--- config.mk ---
export PLATFORM = sky130hd
export DESIGN_NAME = char_lcd_4bit_sequencer_unit
export DESIGN_NICKNAME = d
export VERILOG_FILES = /design/src/sv/lcd4_pkg.sv /design/src/sv/lcd4_csr.sv /design/src/sv/lcd4_front.sv /design/src/sv/lcd4_queue.sv /design/src/sv/lcd4_back.sv /design/src/sv/char_lcd_4bit_sequencer_unit.sv
export SDC_FILE = /design/constraint.sdc
export NUM_CORES = 1
export LEC_CHECK = 0
export BUFFER_PORTS_ARGS = -buffer_cell sky130_fd_sc_hd__buf_2
export CORE_MARGIN = 2
export CORE_UTILIZATION = 31
export CTS_CLUSTER_DIAMETER = 50
export DETAILED_ROUTE_END_ITERATION = 12
export PLACE_DENSITY = 0.49
export SETUP_SLACK_MARGIN = 0.5
export SLEW_MARGIN = 20
export SYNTH_ARGS = -nofsm -noshare
export SYNTH_HDL_FRONTEND = slang
export SYNTH_HIERARCHICAL = 1
export SYNTH_SLANG_ARGS = --single-unit
--- constraint.sdc ---
create_clock -name clock -period 5.8 [get_ports clock]
set_input_delay 1.16 -clock clock [delete_from_list [all_inputs] [get_ports clock]]
set_output_delay 1.16 -clock clock [all_outputs]
set_load 0.01 [all_outputs]
--- src/sv/lcd4_pkg.sv ---
// Shared types, codes and the init step table for the 4-bit character-LCD sequencer.
// No dependencies; every design module of the block imports this package.
package lcd4_pkg;

   // Request kinds as carried in the func field
   typedef enum logic [2:0] {
      FUNC_INIT  = 3'd0,
      FUNC_CMD   = 3'd1,
      FUNC_DATA  = 3'd2,
      FUNC_CLEAR = 3'd3,
      FUNC_GOTO  = 3'd4
   } func_type;

   // Configuration register indexes
   typedef enum logic [2:0] {
      CSR_ENABLE_HIGH = 3'd0,
      CSR_ENABLE_LOW  = 3'd1,
      CSR_CMD_WAIT    = 3'd2,
      CSR_DATA_WAIT   = 3'd3,
      CSR_INIT_WAIT   = 3'd4,
      CSR_POWER_UP    = 3'd5,
      CSR_ROW1_BASE   = 3'd6
   } csr_index_type;

   // Wait added after the final nibble of a byte
   typedef enum logic [1:0] {
      POST_CMD   = 2'd0,
      POST_DATA  = 2'd1,
      POST_CLEAR = 2'd2
   } post_type;

   // Which hold time a step uses
   typedef enum logic [2:0] {
      HOLD_POWER   = 3'd0,
      HOLD_EH      = 3'd1,
      HOLD_EL      = 3'd2,
      HOLD_EL_IW   = 3'd3,
      HOLD_EL_CW   = 3'd4,
      HOLD_EL_CWIW = 3'd5,
      HOLD_EL_DW   = 3'd6
   } hold_sel_type;

   // Back-end sequencer states
   typedef enum logic [1:0] {
      ST_IDLE = 2'b01,
      ST_RUN  = 2'b10
   } state_type;

   localparam int unsigned HOLD_W      = 24;
   localparam int unsigned STEP_W      = 5;
   localparam logic [STEP_W-1:0] INIT_LAST = 5'd24;
   localparam logic [STEP_W-1:0] BYTE_LAST = 5'd3;

   localparam logic [7:0] BYTE_CLEAR    = 8'h01;
   localparam logic [7:0] BYTE_SET_ADDR = 8'h80;

   // Configuration register file contents
   typedef struct packed {
      logic [15:0] enable_high_ticks;
      logic [15:0] enable_low_ticks;
      logic [19:0] command_wait_ticks;
      logic [19:0] data_wait_ticks;
      logic [19:0] init_wait_ticks;
      logic [23:0] power_up_ticks;
      logic [6:0]  row1_base;
   } cfg_type;

   // One classified request, as queued between front and back
   typedef struct packed {
      logic      is_init;
      logic      rs;
      logic [7:0] value;
      post_type  post;
   } job_type;

   // One entry of the init sequence
   typedef struct packed {
      logic         en;
      logic [3:0]   nib;
      hold_sel_type hold_sel;
   } step_type;

   // Init sequence: power-up wait, nibbles 3 3 3 2, then bytes 28 0C 06 01
   function automatic step_type init_step(input logic [STEP_W-1:0] idx);
      step_type s;
      s = '{en: 1'b0, nib: 4'h0, hold_sel: HOLD_POWER};
      case (idx)
         5'd0:  s = '{1'b0, 4'h0, HOLD_POWER};
         5'd1:  s = '{1'b1, 4'h3, HOLD_EH};
         5'd2:  s = '{1'b0, 4'h3, HOLD_EL_IW};
         5'd3:  s = '{1'b1, 4'h3, HOLD_EH};
         5'd4:  s = '{1'b0, 4'h3, HOLD_EL_IW};
         5'd5:  s = '{1'b1, 4'h3, HOLD_EH};
         5'd6:  s = '{1'b0, 4'h3, HOLD_EL_IW};
         5'd7:  s = '{1'b1, 4'h2, HOLD_EH};
         5'd8:  s = '{1'b0, 4'h2, HOLD_EL_IW};
         5'd9:  s = '{1'b1, 4'h2, HOLD_EH};
         5'd10: s = '{1'b0, 4'h2, HOLD_EL};
         5'd11: s = '{1'b1, 4'h8, HOLD_EH};
         5'd12: s = '{1'b0, 4'h8, HOLD_EL_CW};
         5'd13: s = '{1'b1, 4'h0, HOLD_EH};
         5'd14: s = '{1'b0, 4'h0, HOLD_EL};
         5'd15: s = '{1'b1, 4'hC, HOLD_EH};
         5'd16: s = '{1'b0, 4'hC, HOLD_EL_CW};
         5'd17: s = '{1'b1, 4'h0, HOLD_EH};
         5'd18: s = '{1'b0, 4'h0, HOLD_EL};
         5'd19: s = '{1'b1, 4'h6, HOLD_EH};
         5'd20: s = '{1'b0, 4'h6, HOLD_EL_CW};
         5'd21: s = '{1'b1, 4'h0, HOLD_EH};
         5'd22: s = '{1'b0, 4'h0, HOLD_EL};
         5'd23: s = '{1'b1, 4'h1, HOLD_EH};
         5'd24: s = '{1'b0, 4'h1, HOLD_EL_CWIW};
         default: s = '{1'b0, 4'h0, HOLD_POWER};
      endcase
      return s;
   endfunction

endpackage

--- src/sv/lcd4_csr.sv ---
// Configuration registers of the LCD sequencer, written through the csr_ channel.
// Depends on lcd4_pkg.
module lcd4_csr
   import lcd4_pkg::*;
(
   input  logic        clock,
   input  logic        reset,
   input  logic        csr_valid,
   input  logic [2:0]  csr_index,
   input  logic [23:0] csr_data,
   output cfg_type     cfg
);

   cfg_type cfg_ff, cfg_in;

   // Update the addressed register, drop writes to unknown indexes
   always_comb begin
      cfg_in = cfg_ff;
      if (csr_valid) begin
         case (csr_index)
            CSR_ENABLE_HIGH: cfg_in.enable_high_ticks  = csr_data[15:0];
            CSR_ENABLE_LOW:  cfg_in.enable_low_ticks   = csr_data[15:0];
            CSR_CMD_WAIT:    cfg_in.command_wait_ticks = csr_data[19:0];
            CSR_DATA_WAIT:   cfg_in.data_wait_ticks    = csr_data[19:0];
            CSR_INIT_WAIT:   cfg_in.init_wait_ticks    = csr_data[19:0];
            CSR_POWER_UP:    cfg_in.power_up_ticks     = csr_data[23:0];
            CSR_ROW1_BASE:   cfg_in.row1_base          = csr_data[6:0];
            default:         cfg_in = cfg_ff;
         endcase
      end
   end

   always_ff @(posedge clock) begin
      if (reset) begin
         cfg_ff.enable_high_ticks  <= 16'd500;
         cfg_ff.enable_low_ticks   <= 16'd500;
         cfg_ff.command_wait_ticks <= 20'd4000;
         cfg_ff.data_wait_ticks    <= 20'd2000;
         cfg_ff.init_wait_ticks    <= 20'd30000;
         cfg_ff.power_up_ticks     <= 24'd500000;
         cfg_ff.row1_base          <= 7'd64;
      end else begin
         cfg_ff <= cfg_in;
      end
   end

   assign cfg = cfg_ff;

endmodule

--- src/sv/lcd4_front.sv ---
// Front end: decodes a request into a job (RS, byte, post wait) for the queue.
// Depends on lcd4_pkg.
module lcd4_front
   import lcd4_pkg::*;
(
   input  logic       req_valid,
   input  logic [2:0] func,
   input  logic [7:0] byte_value,
   input  logic       row,
   input  logic [5:0] col,
   input  logic [6:0] row1_base,
   output logic       push,
   output job_type    job
);

   logic [7:0] row_addr;
   logic [7:0] goto_addr;

   // Build the cursor address for a goto request
   assign row_addr  = row ? {1'b0, row1_base} : 8'd0;
   assign goto_addr = (row_addr + {2'b00, col}) | BYTE_SET_ADDR;

   // Classify the request; unknown kinds are taken and dropped
   always_comb begin
      push = 1'b0;
      job  = '{is_init: 1'b0, rs: 1'b0, value: byte_value, post: POST_CMD};
      case (func)
         FUNC_INIT: begin
            push        = req_valid;
            job.is_init = 1'b1;
         end
         FUNC_CMD: begin
            push = req_valid;
         end
         FUNC_DATA: begin
            push     = req_valid;
            job.rs   = 1'b1;
            job.post = POST_DATA;
         end
         FUNC_CLEAR: begin
            push      = req_valid;
            job.value = BYTE_CLEAR;
            job.post  = POST_CLEAR;
         end
         FUNC_GOTO: begin
            push      = req_valid;
            job.value = goto_addr;
         end
         default: push = 1'b0;
      endcase
   end

endmodule

--- src/sv/lcd4_queue.sv ---
// Two-entry job queue between the request decoder and the pin sequencer.
// Depends on lcd4_pkg.
module lcd4_queue
   import lcd4_pkg::*;
(
   input  logic    clock,
   input  logic    reset,
   input  logic    push,
   input  job_type push_job,
   input  logic    pop,
   output job_type head,
   output logic    full,
   output logic    empty
);

   job_type    entry_ff [2];
   logic       wr_ptr_ff, wr_ptr_in;
   logic       rd_ptr_ff, rd_ptr_in;
   logic [1:0] count_ff, count_in;
   logic       do_push, do_pop;

   assign full    = count_ff[1];
   assign empty   = (count_ff == 2'd0);
   assign do_push = push && !full;
   assign do_pop  = pop && !empty;
   assign head    = entry_ff[rd_ptr_ff];

   // Advance pointers and occupancy
   always_comb begin
      wr_ptr_in = do_push ? !wr_ptr_ff : wr_ptr_ff;
      rd_ptr_in = do_pop ? !rd_ptr_ff : rd_ptr_ff;
      count_in  = count_ff + {1'b0, do_push} - {1'b0, do_pop};
   end

   always_ff @(posedge clock) begin
      if (reset) begin
         wr_ptr_ff <= 1'b0;
         rd_ptr_ff <= 1'b0;
         count_ff  <= 2'd0;
      end else begin
         wr_ptr_ff <= wr_ptr_in;
         rd_ptr_ff <= rd_ptr_in;
         count_ff  <= count_in;
      end
   end

   // Store the pushed job
   always_ff @(posedge clock) begin
      if (do_push) begin
         entry_ff[wr_ptr_ff] <= push_job;
      end
   end

endmodule

--- src/sv/lcd4_back.sv ---
// Back end: expands one queued job into pin steps, one step per free output slot.
// Depends on lcd4_pkg; reads the live configuration registers.
module lcd4_back
   import lcd4_pkg::*;
(
   input  logic        clock,
   input  logic        reset,
   input  cfg_type     cfg,
   input  job_type     head,
   input  logic        empty,
   output logic        pop,
   output logic        rsp_tvalid,
   input  logic        rsp_tready,
   output logic        reg_select,
   output logic        enable_pin,
   output logic [3:0]  nibble_pins,
   output logic [23:0] hold_ticks,
   output logic        last_step
);

   state_type         state_ff, state_in;
   job_type           job_ff, job_in;
   logic [STEP_W-1:0] cnt_ff, cnt_in;
   logic              valid_ff, valid_in;
   logic              rs_ff, rs_in;
   logic              en_ff, en_in;
   logic [3:0]        nib_ff, nib_in;
   logic [23:0]       hold_ff, hold_in;
   logic              last_ff, last_in;

   logic              out_free;
   step_type          step;
   logic [STEP_W-1:0] last_idx;
   logic [23:0]       eh, el, cw, dw, iw;

   assign out_free = !valid_ff || rsp_tready;
   assign last_idx = job_ff.is_init ? INIT_LAST : BYTE_LAST;

   assign eh = {8'd0, cfg.enable_high_ticks};
   assign el = {8'd0, cfg.enable_low_ticks};
   assign cw = {4'd0, cfg.command_wait_ticks};
   assign dw = {4'd0, cfg.data_wait_ticks};
   assign iw = {4'd0, cfg.init_wait_ticks};

   // Pick the current step: init table, or high/low nibble of a byte
   always_comb begin
      if (job_ff.is_init) begin
         step = init_step(cnt_ff);
      end else begin
         step.en  = !cnt_ff[0];
         step.nib = cnt_ff[1] ? job_ff.value[3:0] : job_ff.value[7:4];
         if (cnt_ff[0] == 1'b0) begin
            step.hold_sel = HOLD_EH;
         end else if (cnt_ff[1] == 1'b0) begin
            step.hold_sel = HOLD_EL;
         end else begin
            case (job_ff.post)
               POST_DATA:  step.hold_sel = HOLD_EL_DW;
               POST_CLEAR: step.hold_sel = HOLD_EL_CWIW;
               default:    step.hold_sel = HOLD_EL_CW;
            endcase
         end
      end
   end

   // Resolve the hold time of the current step
   always_comb begin
      case (step.hold_sel)
         HOLD_POWER:   hold_in = cfg.power_up_ticks;
         HOLD_EH:      hold_in = eh;
         HOLD_EL:      hold_in = el;
         HOLD_EL_IW:   hold_in = el + iw;
         HOLD_EL_CW:   hold_in = el + cw;
         HOLD_EL_CWIW: hold_in = el + cw + iw;
         HOLD_EL_DW:   hold_in = el + dw;
         default:      hold_in = el;
      endcase
   end

   // Sequence: take a job when idle, then emit one step per free slot
   always_comb begin
      state_in = state_ff;
      job_in   = job_ff;
      cnt_in   = cnt_ff;
      pop      = 1'b0;
      valid_in = out_free ? 1'b0 : valid_ff;
      rs_in    = rs_ff;
      en_in    = en_ff;
      nib_in   = nib_ff;
      last_in  = last_ff;
      case (state_ff)
         ST_IDLE: begin
            if (!empty) begin
               pop      = 1'b1;
               job_in   = head;
               cnt_in   = '0;
               state_in = ST_RUN;
            end
         end
         ST_RUN: begin
            if (out_free) begin
               valid_in = 1'b1;
               rs_in    = job_ff.rs;
               en_in    = step.en;
               nib_in   = step.nib;
               last_in  = (cnt_ff == last_idx);
               if (cnt_ff == last_idx) begin
                  state_in = ST_IDLE;
               end else begin
                  cnt_in = cnt_ff + STEP_W'(1);
               end
            end
         end
         default: state_in = ST_IDLE;
      endcase
   end

   always_ff @(posedge clock) begin
      if (reset) begin
         state_ff <= ST_IDLE;
         valid_ff <= 1'b0;
      end else begin
         state_ff <= state_in;
         valid_ff <= valid_in;
      end
   end

   // Hold payload while the output slot is occupied
   always_ff @(posedge clock) begin
      job_ff  <= job_in;
      cnt_ff  <= cnt_in;
      rs_ff   <= rs_in;
      en_ff   <= en_in;
      nib_ff  <= nib_in;
      last_ff <= last_in;
      if (state_ff == ST_RUN && out_free) begin
         hold_ff <= hold_in;
      end
   end

   assign rsp_tvalid  = valid_ff;
   assign reg_select  = rs_ff;
   assign enable_pin  = en_ff;
   assign nibble_pins = nib_ff;
   assign hold_ticks  = hold_ff;
   assign last_step   = last_ff;

endmodule

--- src/sv/char_lcd_4bit_sequencer_unit.sv ---
// Top level of the 4-bit character-LCD sequencer: request decoder, job queue,
// pin sequencer and configuration registers. Depends on lcd4_pkg and the lcd4_ modules.
//
// Each accepted request turns into a run of pin steps on the rsp_ channel: four steps
// for command, data, clear and goto requests, 25 for init, the last one marked by
// rsp_tlast; unknown request kinds are taken and produce nothing. The sequencer emits
// one step per cycle while rsp_tready stays high and passes through its idle state to
// pick up each next job from a two-entry queue. Requests are taken while the queue has
// room, so up to two requests can wait while a step sits in the output register.
// hold_ticks tells the downstream pin driver how long to keep each level; the
// sequencer does no timing of its own. Configuration is written through csr_ (always
// ready) and must only change while no request is in flight.
module char_lcd_4bit_sequencer_unit
   import lcd4_pkg::*;
(
   input  logic        clock,
   input  logic        reset,
   // request channel
   input  logic        req_tvalid,
   output logic        req_tready,
   input  logic [15:0] req_tdata,  // byte_value[7:0], row[8], col[14:9], zeros
   input  logic [2:0]  req_tuser,  // func[2:0]
   // result channel
   output logic        rsp_tvalid,
   input  logic        rsp_tready,
   output logic [31:0] rsp_tdata,  // enable_pin[0], nibble_pins[4:1], hold_ticks[28:5], zeros
   output logic        rsp_tuser,  // reg_select[0]
   output logic        rsp_tlast,  // last_step
   // configuration channel
   input  logic        csr_valid,
   output logic        csr_ready,
   input  logic [2:0]  csr_index,
   input  logic [23:0] csr_data
);

   cfg_type     cfg;
   job_type     front_job;
   job_type     head;
   logic        push, pop, full, empty;
   logic        enable_pin;
   logic [3:0]  nibble_pins;
   logic [23:0] hold_ticks;

   assign csr_ready  = 1'b1;
   assign req_tready = !full;

   lcd4_csr u_csr (
      .clock     (clock),
      .reset     (reset),
      .csr_valid (csr_valid),
      .csr_index (csr_index),
      .csr_data  (csr_data),
      .cfg       (cfg)
   );

   lcd4_front u_front (
      .req_valid  (req_tvalid && !full),
      .func       (req_tuser),
      .byte_value (req_tdata[7:0]),
      .row        (req_tdata[8]),
      .col        (req_tdata[14:9]),
      .row1_base  (cfg.row1_base),
      .push       (push),
      .job        (front_job)
   );

   lcd4_queue u_queue (
      .clock    (clock),
      .reset    (reset),
      .push     (push),
      .push_job (front_job),
      .pop      (pop),
      .head     (head),
      .full     (full),
      .empty    (empty)
   );

   lcd4_back u_back (
      .clock       (clock),
      .reset       (reset),
      .cfg         (cfg),
      .head        (head),
      .empty       (empty),
      .pop         (pop),
      .rsp_tvalid  (rsp_tvalid),
      .rsp_tready  (rsp_tready),
      .reg_select  (rsp_tuser),
      .enable_pin  (enable_pin),
      .nibble_pins (nibble_pins),
      .hold_ticks  (hold_ticks),
      .last_step   (rsp_tlast)
   );

   // Pack the result fields, lowest first
   assign rsp_tdata = {3'b000, hold_ticks, nibble_pins, enable_pin};

endmodule

Yosys cells after proc, flatten, opt, wreduce, memory -nomap -nowiden
Memories as Yosys holds them, arrays and structs flattened. A register that Yosys moved wholly into a read port is not among the register bits.
Index checks and enable logic that the tools add are counted.
- mux-type cells: 29
- equality and inequality tests: 24
- $add $sub $neg: 8
- bitwise logic cells: 1
- reduce and logical (&&, ||, !) cells: 28
- operator list (cell ; number):
    24-bit case mux with 6 select lines ; 1
    16-bit by 20-bit adder with 21-bit output ; 3
    5-bit two-way mux ; 5
    24-bit by 20-bit adder with 24-bit output ; 1
    3-bit == test, second input constant ; 7
    2-bit AND reduction ; 9
    8-bit case mux with 2 select lines ; 1
    3-bit by 2-bit == test with 1-bit output, second input constant ; 5
    2-bit case mux with 2 select lines ; 3
    1-bit two-way mux ; 10
    5-bit case mux with 2 select lines ; 1
    3-bit by 1-bit == test with 1-bit output, second input constant ; 3
    3-bit logical NOT ; 3
    8-bit two-way mux ; 1
    7-bit by 6-bit adder with 7-bit output ; 1
    7-bit two-way mux ; 1
    1-bit logical NOT ; 6
    2-bit two-way mux ; 3
    3-bit two-way mux ; 2
    5-bit by 1-bit adder with 5-bit output, second input constant ; 1
    5-bit == test ; 1
    5-bit OR reduction ; 1
    2-bit by 1-bit == test with 1-bit output, second input constant ; 2
    2-bit == test, second input constant ; 2
    other kinds (12) ; 17
- word-level logic and storage cells: 110
- memories kept: 2
- output and inout port bits: 37
- RAM bits: 24
- ROM bits: 256
- register bits: 166
- bits of input ports: 51
- memories (memory ; words ; width ; rd ports ; clocked after memory_dff ; wr ports ; RTL line ; RTL):
    (no name shown) ; 32 ; 8 ; 1 ; 1 ; 0 ; lcd4_pkg.sv:87 ; case (idx)
    u_queue.entry_ff ; 2 ; 12 ; 1 ; 1 ; 1 ; lcd4_queue.sv:16 ; job_type entry_ff [2];

Logic depth before layout (Yosys ltp)
- word-level depth: 7
- gate-level depth with buffers: 19

Cells and area by module
Netlist, hierarchy kept.
- modules (own cells, without submodules) (module ; cells each ; times used ; sequential area each (µm²) ; area an instance (µm²)):
    lcd4_back ; 706 ; 1 ; 1661.6 ; 6229.7
    lcd4_csr ; 453 ; 1 ; 2462.4 ; 4853.4
    lcd4_queue ; 64 ; 1 ; 820.8 ; 1097.3
    lcd4_front ; 65 ; 1 ; 0.0 ; 467.9
    char_lcd_4bit_sequencer_unit ; 9 ; 1 ; 0.0 ; 55.1

Least setup slack after synthesis
Ideal clock, no wire load.
- kind: register -> register
- start point: register u_back.cnt_ff[0]
- end point: register u_back.hold_ff[14] (netlist: u_back/hold_ticks[14]) (data pin)
- slack: 1534 ps
- cell stages (with the launch flop): 17
- setup time: 259 ps
- period minus slack after synthesis: 4266 ps
- arrival time: 4007 ps
- cells stage by stage: edfxtp_1 -> ha_1 -> mux2_2 -> o211ai_4 -> buf_2 -> buf_2 -> mux2_2 -> ha_1 -> fa_1 -> a21o_1 -> a211oi_2 -> o21ai_1 -> a31o_2 -> a211o_1 -> xor2_1 -> a22oi_1 -> o21ai_1
- cells in the longest elaborated chain, start to end: 4
- elaborated cells on any way between the ends: 9
- classes of those cells: eq/ne: 5; mux: 3; reduce/logical: 1
- RTL lines (what ; RTL line ; RTL):
    start, declared ; lcd4_back.sv:23 ; logic [STEP_W-1:0] cnt_ff, cnt_in;
    start signal, assigned ; lcd4_back.sv:131 ; cnt_ff <= cnt_in;
    3-bit two-way mux (*) ; lcd4_back.sv:52 ; if (cnt_ff[0] == 1'b0) begin
    8-bit two-way mux (*) ; lcd4_back.sv:47 ; if (job_ff.is_init) begin
    3-bit == test (tied with other cells) ; lcd4_back.sv:68 ; case (step.hold_sel)
    24-bit case mux with 6 select lines (*) ; lcd4_back.sv:68 ;
    named net u_back.hold_in[14] ; lcd4_back.sv:28 ; logic [23:0] hold_ff, hold_in;
    end signal, assigned ; lcd4_back.sv:137 ; hold_ff <= hold_in;
    end, declared ; lcd4_back.sv:28 ;
Mark *: on every way through the listed nets, which the timed path passes. The rest lies on a longest branch.
A chain may end at the register's enable or synchronous reset.

Final worst setup path
- start point: register u_back/job_ff[11] in the netlist's numbering
- end point: register u_back.hold_ff[20] (netlist: u_back/hold_ticks[20]) (data pin)
- cells in the longest elaborated chain, start to end: 3
- elaborated cells on any way between the ends: 8
- classes of those cells: eq/ne: 5; mux: 2; reduce/logical: 1
- RTL lines (what ; RTL line ; RTL):
    start, declared ; lcd4_back.sv:22 ; job_type job_ff, job_in;
    start signal, assigned ; lcd4_back.sv:130 ; job_ff <= job_in;
    8-bit two-way mux (*) ; lcd4_back.sv:47 ;
    3-bit == test (tied with other cells) ; lcd4_back.sv:68 ;
    24-bit case mux with 6 select lines (*) ; lcd4_back.sv:68 ;
    named net u_back.hold_in[20] ; lcd4_back.sv:28 ;
Marks and branches as above.

==> reports/metrics.cfg <==
[global_route]
grt_use_met3_pct = 2.10
busiest_layer = met2
grt_first_pass_wirelength_mm = 54.9
grt_use_total_pct = 16.6
grt_start_max_net_pins = 74
grt_util_met2_pct = 27.0
grt_use_met1_pct = 23.0
antenna_found_initial = 0
grt_pass1_vias = 9611
overflow = 0

[logic_synthesis]
synth_edf_count = 72
synth_cell_type_count = 95
ys_top_cells_by_area = dfxtp_1, edfxtp_1, mux2i_1
synth_cells = 1297
ys_warn_count = 6
synthFlopType = dfxtp_1
yosysTopAreaCell = dfxtp_1
async_reset_ff_share_pct = 0
ys_seq_area_share_pct = 38.9
synth_top_area_share_pct = 21.9
syn-cell-area_mm2 = 0.0127
avgSynthCellArea_um2 = 9.79
yosys_register_bits = 211

[detailed_routing]
ant_nets = 0
vias = 9698
viasPerCell = 5.05
drc = 0
wirelength_mm = 35.4
first_pass_iters = 5
drt_iter0_drc = 533
wl_per_cell_um = 18.4

[finish]
fill_cells = 4116
drive_above_1_share_pct = 16.1
nets = 1486
n_antenna_cell = 0
area_growth_syn_to_layout_pct = 15.0

[timing]
tns_ns = 0
hold_viol_final = 0
relSlewSlack_pct = 29.2
period_share_pct = 84.4
finalMaxSlewViolations = 0
rsz0062_at_grt = false
fmax_mhz = 204
period_needed_ns = 4.90
finalSetupViolations = 0
setup_ws_ns = 0.903
finClkSkew_ns = 0.00871
worstMarginPinSlew_ns = 1.05

[worst_setup_path]
startpoint_type = register
path_cells = nand2b_1, a21oi_2, o211ai_4, mux2_2, ha_1, fa_1, a21o_1, a211oi_2, o21ai_1, a31o_2, a211oi_2, nor2_1, a32oi_1, nand4_1
critPathRequiredTime_ns = 6.09
path_buf_inv = 0
cp_slowest_cell = edfxtp_1
cp_max_fo = 15
cp_common_cell = a211oi_2
cp.arrival_ns = 5.18
reg2regPathDepth = 14
r2r_end = u_back/hold_ticks[20]
worstSetupEndpointType = register
crit_path_start = u_back/job_ff[11]
crit_cells = 14
crit_type = register to register
worstReg2RegStart = u_back/job_ff[11]
cp_top_family = compound AO/OA/AOI/OAI gates
reg2reg_slack_ns = 0.90
critPathCapture = u_back/hold_ticks[20]
slowest_delay_ns = 0.66

[floorplan]
initial_core_util_pct = 31.3
dieArea_mm2 = 0.0426
die_x_um = 206
core_mm2 = 0.0406
rows = 74
io_pins = 88
die_y_um = 206

[outcome]
status = completed

[cts]
tritoncts = built
clk_latency_ns = 0.56
post_cts_buffers = 0
cts.clk_slew.worst_paths_ns = 0.06
h-tree-depth = 1
cts_root_buffer = clkbuf_16
cts.repair.resized = 0
clock_path_buffers = 3
cts.sinks = 211
cts_hold_buf = 0
cts_made_buffers = 30

[power_and_ir_drop]
power_density_mw_per_mm2 = 387
ir_worst_vdd_mv = 0.177
leakage_nw = 6.12
fin_total_pwr_w = 0.00566

[placement]
pre_cts_slack_ns = 0.982
dpl.hpwl_mm = 25.5
place.gp.congestion = 0.913
io_buffer_count = 82

[run]
maxCapViolations = 0

[hold_path]
hold_class = register to register

==> report_power, final <==
part / internal, W / switching [W] / leakage [nW] / total [W]
combinational: 0.000677 / 0.00124 / 3.82 / 0.00192
clock: 0.00112 / 0.000719 / 0.505 / 0.00184
sequential: 0.00178 / 0.000118 / 1.80 / 0.00190
==> synthesized netlist by cell type (8+ instances only) <==
library cell  count
a211oi_1         16
a21o_1           23
a21oi_1          50
a22oi_1           8
a31oi_1           9
and2_1           15
and3_1            9
buf_2            27
buf_4            10
clkbuf_1         21
dfxtp_1         139
edfxtp_1         72
ha_1             66
inv_1            28
mux2_2           30
mux2i_1         140
nand2_1          84
nand2b_1        120
nand3_1          25
nor2_1          117
nor3_1           16
o211ai_1         12
o21a_1           10
o21ai_0          51
o21ai_1          11
xnor2_1          28
xor2_1           22
==> stage by stage <==
stage	utilization (%)	cells	hold slack [ns]	area, um2
after floorplan	-	1299	0.400	12700
after global placement	33.4	1865	0.431	13600
after CTS	35.9	1921	0.450	14600
after global routing	36.0	1921	0.456	14600
after detailed placement	33.4	1865	0.441	13600
final	36.0	1921	0.453	14600
==> state kept, by name (all words and copies together), names as in the netlist, 2 cells and up, named ones only <==
signal / cells
u_queue/count_ff: 2
u_back/job_ff: 12
u_csr/cfg: 123
u_back/cnt_ff: 5
u_back/hold_ticks: 24
u_back/nibble_pins: 4
u_back/state_ff: 2
u_queue/entry_ff: 24
==> placed cells by master (no fill, tap or decap), types with 11 or more instances in the layout <==
cell	Yosys	routed
mux2i_1	140	140
dfxtp_1	139	139
nand2b_1	120	120
nor2_1	117	114
nand2_1	84	84
buf_2	27	81
edfxtp_1	72	72
ha_1	66	66
o21ai_0	51	51
a21oi_1	50	50
clkbuf_16	0	30
mux2_2	30	30
inv_1	28	28
xnor2_1	28	28
nand3_1	25	25
a21o_1	23	23
xor2_1	22	22
buf_4	10	18
nor3_1	16	16
a211oi_1	16	16
and2_1	15	15
o211ai_1	12	12
o21ai_1	11	11
==> worst min path at each step <==
stage / from / endpoint / slack, ns / depth (start not counted)
after CTS: u_back/job_ff[10] / u_back/reg_select / 0.45 / 0
after detailed placement: u_back/job_ff[10] / u_back/reg_select / 0.44 / 0
after global placement: u_back/job_ff[10] / u_back/reg_select / 0.43 / 0
after global routing: u_back/job_ff[10] / u_back/reg_select / 0.46 / 0
after floorplan: u_back/job_ff[10] / u_back/reg_select / 0.40 / 0
final: u_back/job_ff[10] / u_back/reg_select / 0.45 / 0
==> cell type report <==
cell class | count | area [um2] | area share [%]
timing repair buffer | 99 | 541 | 3.70
tap | 532 | 666 | 4.56
clock inverter | 22 | 236 | 1.62
clock buffer | 34 | 786 | 5.38
inverter | 28 | 105 | 0.719
sequential | 211 | 4940 | 33.8
multi-input combinational | 995 | 7330 | 50.2
==> per-layer routing <==
metal  share of wire, %  vias up
met5                  0        -
met4                2.0        0
met3                4.5       49
met2                 45      198
met1                 48     4640
li1                   -     4811
==> cell families (layout without fill, tap and decap cells) <==
family                     Yosys count  count (layout)  synth area share (%)
AOI/OAI and AO/OA                  255             255                  14.2
xor gates and xnor gates            50              50                  3.45
adders and majority gates           70              70                  7.13
buffers and inverters               93             183                  3.70
DFF                                211             211                  38.9
muxes                              174             174                  14.3
other                                2               4                0.0591
and+or+nand+nor                    442             442                  18.3
Note: power is estimated with default switching activity, not from simulation.
